File: config.mk
export PLATFORM = sky130hd
export DESIGN_NAME = ufmc_div
export DESIGN_NICKNAME = d
export VERILOG_FILES = /design/src/hdl/ufmc_pkg.sv /design/src/hdl/ufmc_div.sv
export SDC_FILE = /design/constraint.sdc
export NUM_CORES = 1
export LEC_CHECK = 0
export BUFFER_PORTS_ARGS = -buffer_cell sky130_fd_sc_hd__buf_2
export CORE_MARGIN = 3
export CORE_UTILIZATION = 57
export DETAILED_ROUTE_END_ITERATION = 16
export PLACE_DENSITY = 0.89
export SLEW_MARGIN = 10
export SYNTH_ARGS = -nofsm -noshare
export SYNTH_HDL_FRONTEND = slang
export SYNTH_SLANG_ARGS = --single-unit
File: constraint.sdc
create_clock -name clk -period 4.29 [get_ports clk]
set_input_delay 0.858 -clock clk [delete_from_list [all_inputs] [get_ports clk]]
set_output_delay 0.858 -clock clk [all_outputs]
set_load 0.01 [all_outputs]
File: src/hdl/ufmc_pkg.sv
// Shared types and constants for the union-find maze carver.
// Used by ufmc_div and union_find_maze_carver_top; depends on nothing else.
package ufmc_pkg;

  localparam int MAX_CELLS   = 1024;  // size of the parent, rank and wall stores
  localparam int CELL_W      = 10;  // cell index field width
  localparam int CFG_W       = 11;  // configuration register width
  localparam int RANK_W      = 4;
  localparam int WALL_W      = 4;
  localparam int CNT_W       = 10;  // accepted edge counter width
  localparam int CFG_IDX_W   = 1;
  localparam int IN_TDATA_W  = 24;
  localparam int OUT_TDATA_W = 24;
  localparam int DIV_STEPS   = CELL_W;
  localparam int DIV_CNT_W   = 4;

  localparam logic [RANK_W-1:0] RANK_MAX = 4'd15;

  localparam logic [WALL_W-1:0] WALL_TOP    = 4'd1;
  localparam logic [WALL_W-1:0] WALL_RIGHT  = 4'd2;
  localparam logic [WALL_W-1:0] WALL_BOTTOM = 4'd4;
  localparam logic [WALL_W-1:0] WALL_LEFT   = 4'd8;
  localparam logic [WALL_W-1:0] WALL_ALL    = WALL_TOP | WALL_RIGHT | WALL_BOTTOM | WALL_LEFT;

  typedef enum logic [CFG_IDX_W-1:0] {
    REG_COLUMNS    = 1'b0,
    REG_CELL_COUNT = 1'b1
  } cfg_reg_t;

  typedef enum logic [4:0] {
    ST_CLEAR,
    ST_IDLE,
    ST_FIND_RD,
    ST_FIND_CHK,
    ST_COMP_RD,
    ST_COMP_CHK,
    ST_RANK_RD_A,
    ST_RANK_RD_B,
    ST_RANK_CHK,
    ST_DIV_A,
    ST_DIV_B,
    ST_WALL_RD_A,
    ST_WALL_RD_B,
    ST_WALL_CHK,
    ST_WALL_WR_A,
    ST_WALL_WR_B,
    ST_DONE
  } state_t;

  // Result of the shared divider; done pulses for one cycle.
  typedef struct packed {
    logic              done;
    logic [CELL_W-1:0] quot;
    logic [CFG_W-1:0]  rem;
  } div_res_t;

endpackage

File: src/hdl/ufmc_div.sv
// Restoring divider, one quotient bit per cycle, used to split cell indices
// into row and column. Depends on ufmc_pkg.
module ufmc_div (
  input  logic                        clk,
  input  logic                        rst,
  input  logic                        start,
  input  logic [ufmc_pkg::CELL_W-1:0] dividend,
  input  logic [ufmc_pkg::CFG_W-1:0]  divisor,
  output ufmc_pkg::div_res_t          res
);

  logic                           busy;
  logic [ufmc_pkg::DIV_CNT_W-1:0] cnt;
  logic [ufmc_pkg::CFG_W-1:0]     rem;
  logic [ufmc_pkg::CELL_W-1:0]    quot;
  logic                           done;
  logic [ufmc_pkg::CFG_W:0]       shifted;
  logic [ufmc_pkg::CFG_W:0]       diff;
  logic                           ge;

  // The partial remainder stays below the divisor, so the shifted value
  // fits in one bit more than the divisor.
  assign shifted = {rem, quot[ufmc_pkg::CELL_W-1]};
  assign ge      = shifted >= {1'b0, divisor};
  assign diff    = shifted - {1'b0, divisor};

  always_ff @(posedge clk) begin
    if (rst) begin
      busy <= 1'b0;
      done <= 1'b0;
    end else begin
      done <= 1'b0;
      if (start) begin
        busy <= 1'b1;
        cnt  <= ufmc_pkg::DIV_CNT_W'(ufmc_pkg::DIV_STEPS - 1);
        rem  <= '0;
        quot <= dividend;
      end else if (busy) begin
        rem  <= ge ? diff[ufmc_pkg::CFG_W-1:0] : shifted[ufmc_pkg::CFG_W-1:0];
        quot <= {quot[ufmc_pkg::CELL_W-2:0], ge};
        cnt  <= cnt - 1'b1;
        if (cnt == '0) begin
          busy <= 1'b0;
          done <= 1'b1;
        end
      end
    end
  end

  assign res.done = done;
  assign res.quot = quot;
  assign res.rem  = rem;

endmodule

==> impl_results.md, run 1 <==
* Crit path buffers/inverters at 1
* Register bit count reported by yosys at 27
* TritonCTS Sinks at 27
* Max-Cap Viols at 0
* Total Routing Usage GR at 19.2%
* Commonest cells in the netlist: edfxtp_1 (25), inv_1 (18), nor2_1 (17)
* Synth warnings at 0
* I/O Buffers at 45
* Leak Pwr at 0.903 nW
* Post-place setup slack at 1.24 ns
* DR vias/cell at 5.62
* Post-CTS Resized at 0
* Leading cell types by total area after synthesis: edfxtp_1 (43%), ha_1 (8.5%), mux2_2 (7.0%)
* Crit path top cell by count: a21o_1
* Clock skew at 0.00797 ns
* Tmin final at 2.68 ns
* Layout area overhead at 15.6%
* Die W at 61.5 um
* Hold crit path type: flip-flop to flip-flop
* Mapped Avg Cell Area at 11.1 sq um
* Vias in the first global route at 1,283
* Antenna violation net count after detailed routing at 0
* Worst setup margin at 1.61 ns
* CTS tree: yes
* Share of layout cells above drive strength 1 at 33.5%
* Final TNS setup at 0 ns
* Overflow after GRT at 0
* CP startpoint kind: primary input
* CP endpoint kind: flip-flop
* Syn_nets at 195
* Ant diodes at 0
* Hold Vio Cnt, Final at 0
* Via count at 1,316
* Status: complete, no violations
* Boundary pin count at 46
* Hold_buf cts at 0
* Buffer depth of the longest clock path at 2
* Share of the synthesized area in the top cell type at 42.7%
* Later-pin clock latency in the skew report at 0.33 ns
* CP arrival at 2.80 ns
* Initial DRC count at 52
* H-tree Lvls at 1
* Initial antenna violation count at 0
* Fmax at 372 MHz
* Initial DRT Pass Iterations at 4
* Crit path kind: primary input to flip-flop
* Initial core utilization at 61.6%
* Die ar. at 0.00379 sq mm
* Worst-path cell chain: buf_2 > ha_1 > fa_1 > nand2b_1 > a21o_1 > a211oi_1 > o21ai_1 > a21o_1 > a32o_1
* Unrepaired setup endpoints after global routing: false
* Synthesized area at 0.00176 sq mm
* # setup viols final at 0
* Core area at 0.00285 sq mm
* Part of the Yosys area used for sequential elements at 45.0%
* Largest net degree at the start of global routing at 30
* Critical path required time at 4.40 ns
* # Post-CTS Setup Buffers at 0
* Library cells used by synthesis at 37
* Post-synth EDFFs at 25
* Post-route clock period utilization at 62.6%
* Die height at 61.5 um
* CTS Root Cell: clkbuf_4
* Max-slew headroom at 63.9%
* Slowest-stage cell, CP: fa_1
* Drt total wl at 3430 um
* Final nets at 241
* Worst Tran Pin Value at 0.542 ns
* Per-cell routed wire length at 14.7 um
* DP HPWL at 2610 um
* Cell with the most instances after synthesis: edfxtp_1
* CP max FO at 3
* Synth Flop Type: edfxtp_1
* Synth area leader: edfxtp_1
* Post-synthesis cell count at 158
* First-pass GRT wire length at 5380 um
* FFs w/ async S/R, synth at 0%
* Std-Cell Rows at 19
* CTS buffer count at 3
* Peak supply drop at 0.000191 V
* Max-slew violation count at 0
* Power Density at 338 mW/mm^2
* Worst path top cell family by delay: compound AO/OA/AOI/OAI gates
* Worst path max stage delay at 0.40 ns
* Placer congestion estimate at 0.857
* CTS clock-pin slew for the worst setup and hold paths at 0.15 ns
* DRC at 0
## registers in the layout, summed over array words and instances, names as in the netlist
name and flops:
rem 11, busy 1, quot 10, cnt 4, done 1
## kinds of logic after synthesis
family	after synthesis	synth area share [%]
buffers and inverters	23	5.55
XOR/XNOR	7	3.49
adder cells (fa/ha/maj)	13	9.68
AO/OA/AOI/OAI	30	14.4
flip-flops	27	45.0
multiplexers	16	9.89
AND/OR/NAND/NOR	42	12.0
## final cells by class
| class | instances | area, sq um |
|---|---|---|
| Sequential cell | 27 | 791 |
| Clock buffer | 3 | 22.5 |
| Fill cell | 215 | 821 |
| Tap cell | 31 | 38.8 |
| Timing Repair Buffer | 46 | 233 |
| Clock inverter | 1 | 7.51 |
| Inverter | 18 | 67.6 |
| Multi-Input combinational cell | 108 | 872 |
## worst register-to-register path: stages, from the launching register on
cell      delay, ns
edfxtp_1       0.39
inv_1          0.06
ha_1           0.21
fa_1           0.40
nand2b_1       0.18
a21o_1         0.22
a211oi_1       0.25
o21ai_1        0.12
a21o_1         0.20
a32o_1         0.24
## stage by stage
step                      instance area, sq um  power, mW  util (%)  instances  hold WS, ns
final                                     2030      0.686      71.2        234        0.528
after global routing                      2030      0.729      71.2        234        0.560
after CTS                                 2030      0.691      71.2        234        0.531
after detailed placement                  2000      0.578      70.2        230        0.497
after global placement                    2000      0.566      70.2        230        0.481
after floorplan                           1760      0.521         -        158        0.471
## layout by cell type, fill, tap and decap left out, types with 2 or more instances in the layout
cell type and instances:
nand4_1 2, o21ai_0 3, clkbuf_4 3, inv_1 18, a21o_1 4, mux2_2 11, nor2_1 16, xnor2_1 7
a21oi_1 6, edfxtp_1 25, o21a_1 4, nand2_1 4, ha_1 12, o211ai_1 2, buf_2 45, nor3_1 5
nor2b_1 4, nand2b_1 6, mux2i_1 5, dfxtp_1 2
## report_power, final
group,leakage [nW],switching (mW),internal (mW)
sequential,0.257,0.0150,0.318
clock,0.0139,0.0780,0.0357
combinational,0.632,0.129,0.110
## final timing paths
check | from | end | slack (ns) | cells past startpoint
min reg2reg | busy$_SDFF_PP0_ | done$_SDFF_PP0_ | 0.53 | 1
max | divisor[0] | rem[10]$_SDFFCE_PP0P_ | 1.61 | 9
max reg2reg | quot[9]$_DFFE_PP_ | rem[10]$_SDFFCE_PP0P_ | 1.81 | 9
min | busy$_SDFF_PP0_ | done$_SDFF_PP0_ | 0.53 | 1
## metal layers
| layer | share of wire, % | track usage (%) |
|---|---|---|
| met5 | 0 | 0 |
| met2 | 49 | 32.0 |
| met3 | 6.6 | 4.61 |
| met4 | 1.4 | 8.79 |
| met1 | 43 | 23.5 |
Power figures use the tool's default switching activity.
==> inputs of run 2 (changes only) <==
--- a/config.mk
+++ b/config.mk
@@ -5,11 +5,12 @@
 export SDC_FILE = /design/constraint.sdc
 export NUM_CORES = 1
 export LEC_CHECK = 0
+export ABC_AREA = 1
 export BUFFER_PORTS_ARGS = -buffer_cell sky130_fd_sc_hd__buf_2
 export CORE_MARGIN = 3
-export CORE_UTILIZATION = 57
+export CORE_UTILIZATION = 49
 export DETAILED_ROUTE_END_ITERATION = 16
-export PLACE_DENSITY = 0.89
+export PLACE_DENSITY = 0.8
 export SLEW_MARGIN = 10
 export SYNTH_ARGS = -nofsm -noshare
 export SYNTH_HDL_FRONTEND = slang
==> constraint.sdc (replaced) <==
create_clock -name clk -period 2.3 [get_ports clk]
set_input_delay 0.46 -clock clk [delete_from_list [all_inputs] [get_ports clk]]
set_output_delay 0.46 -clock clk [all_outputs]
set_load 0.01 [all_outputs]
==> run 2 against run 1 <==
Cell count up 59%. Clock skew fell by 0.0051 ns. Sequential share of layout area shrank 5.8 points. Critical path type is now flip-flop to flip-flop.
==> impl_results.md, run 2 <==
* Status: complete, no violations
* Synth Flop Type: edfxtp_1
* Buffer depth of the longest clock path at 2
* Antenna violation net count after detailed routing at 0
* CTS buffer count at 3
* Leading cell types by total area after synthesis: edfxtp_1 (37%), nand2_1 (17%), inv_1 (9.7%)
* Post-CTS Resized at 0
* Total power at 1.35 mW
* Per-cell routed wire length at 11.4 um
* Largest net degree at the start of global routing at 27
* Synth warnings at 0
* CTS Root Cell: clkbuf_8
* Leak Pwr at 1.30 nW
* Syn_nets at 314
* Final core occ at 61.9%
* Synth area leader: edfxtp_1
* Initial DRC count at 104
* Worst Tran Pin Value at 0.342 ns
* Sw Pwr at 0.459 mW
* Mapped Avg Cell Area at 7.39 sq um
* Hold_buf cts at 0
* CP endpoint kind: flip-flop
* Max-Cap Viols at 0
* Reg2reg setup slack at 0.23 ns
* Initial core utilization at 53.1%
* Commonest cells in the netlist: nand2_1 (93), inv_1 (53), edfxtp_1 (25)
* DR vias/cell at 4.92
* Core area at 0.00385 sq mm
* Unrepaired setup endpoints after global routing: false
* Largest Register: rem
* Ant diodes at 0
* Hold Vio Cnt, Final at 0
* Synthesized area at 0.00205 sq mm
* Synth Area in Compound Gates at 2.75%
* Most frequent cells in the layout: nand2_1 (93), inv_1 (53), buf_2 (45)
* Share of the synthesized area in the top cell type at 36.7%
* Commonest non-fill, non-tap cell in the layout: nand2_1
* Mux contribution to synthesized area at 0%
* Via count at 1,832
* Die height at 70.6 um
* Design area at 0.00238 sq mm
* CP startpoint kind: flip-flop
* Die ar. at 0.00499 sq mm
* CP max FO at 12
* Initial DRT Pass Iterations at 4
* Drt total wl at 4230 um
* Pint at 0.894 mW
* Cell with the most instances after synthesis: nand2_1
* Crit path kind: flip-flop to flip-flop
* CTS tree: yes
* Post-synthesis xor/xnor area fraction at 1.28%
* Vias in the first global route at 1,693
* DRC at 0
* Logic pwr share at 34.3%
* Register bit count reported by yosys at 27
* # setup viols final at 0
* CTS clock-pin slew for the worst setup and hold paths at 0.09 ns
* Peak supply drop at 0.000540 V
* Post-synthesis adder-cell area fraction at 8.31%
* Share of layout cells above drive strength 1 at 24.4%
* Fillers at 340
* Library cells used by synthesis at 26
* Placer congestion estimate at 0.846
* Layout area overhead at 16.5%
* Power Density at 567 mW/mm^2
* Flop pwr share at 45.2%
* # Post-CTS Setup Buffers at 0
* Initial antenna violation count at 0
* Main combinational cell family by area after synthesis: simple AND/OR/NAND/NOR gates
* Max reg flops at 11
* Sequential Area at 791 sq um
* Area of the multi-input gates at 996 sq um
* I/O Buffers at 45
* Tmin final at 2.07 ns
* Final nets at 362
* FFs w/ async S/R, synth at 0%
* TritonCTS Sinks at 27
* Part of the Yosys area used for sequential elements at 38.6%
* Boundary pin count at 46
* H-tree Lvls at 1
* Die W at 70.6 um
* Fmax at 483 MHz
* Later-pin clock latency in the skew report at 0.27 ns
* Cell area after placement at 0.00234 sq mm
* Final TNS setup at 0 ns
* Clk network pwr share at 20.5%
* Max-slew violation count at 0
* Post-synthesis cell count at 277
* Biggest regs: rem (11), quot (10), cnt (4)
* Max-slew headroom at 77.2%
* Critical path required time at 2.34 ns
* First-pass GRT wire length at 7480 um
* Total Routing Usage GR at 18.2%
* Net Sw Frac at 33.9%
* Std-Cell Rows at 22
* Overflow after GRT at 0
* Synth Area in Simple Gates at 36.1%
* Clock skew at 0.00284 ns
* Post-synth EDFFs at 25
* Hold crit path type: primary input to flip-flop
* Post-route clock period utilization at 90.1%
* CP arrival at 2.11 ns
* DP HPWL at 3280 um
==> run 2: cell families after synthesis <==
logic type	Yosys count
AOI/OAI and AO/OA	10
xor gates and xnor gates	3
adders and majority gates	13
buffers and inverters	62
DFF	27
and+or+nand+nor	162
==> run 2: power groups by stage <==
stage	clock, mW	sequential, mW	combinational, mW
after floorplan	0	0.634	0.320
after global placement	0	0.622	0.455
after detailed placement	0	0.623	0.463
after CTS	0.282	0.612	0.466
after global routing	0.307	0.617	0.534
final	0.277	0.612	0.464
==> run 2: critical path, cell delays in order, from the launching register on <==
cell and delay [ns]:
edfxtp_1 0.35, inv_1 0.06, ha_1 0.21, fa_1 0.41
inv_1 0.09, nand3_1 0.08, nand3_2 0.10, nand3_2 0.09
nand3_2 0.09, nor2_2 0.05, buf_12 0.14, nor2_1 0.11
nor2_1 0.05
==> run 2: cell type report <==
type                       instances  share of cell area, %
multi-input combinational        188                   41.8
sequential                        27                   33.2
timing repair buffer              52                   12.2
inverter                          53                   8.34
tap                               48                   2.52
clock buffer                       3                   1.73
clock inverter                     1                  0.315
==> run 2: worst paths after layout <==
path	startpoint	end	depth (start not counted)
worst min register to register	busy$_SDFF_PP0_	done$_SDFF_PP0_	2
worst max-delay path	quot[9]$_DFFE_PP_	rem[9]$_SDFFCE_PP0P_	12
worst min-delay path	rst	done$_SDFF_PP0_	2
worst max register to register	quot[9]$_DFFE_PP_	rem[9]$_SDFFCE_PP0P_	12
==> run 2: metal layers <==
layer  global-route usage (%)  up-vias  share of wire [%]
met5                        0        -                  0
met4                     5.43        0               0.95
met3                     2.56        6                6.1
met2                     29.3       55                 46
met1                     25.6      811                 47
li1                         -      960                  -
==> run 2: through the flow <==
step / hold slack, ns / cells / worst slack, ns
6_report: 0.363 / 372 / 0.228
3_5_place_dp: 0.456 / 368 / 0.0351
4_1_cts: 0.358 / 372 / 0.220
5_1_grt: 0.355 / 372 / 0.101
3_3_place_gp: 0.450 / 368 / 0.150
2_1_floorplan: 0.442 / 277 / 0.264
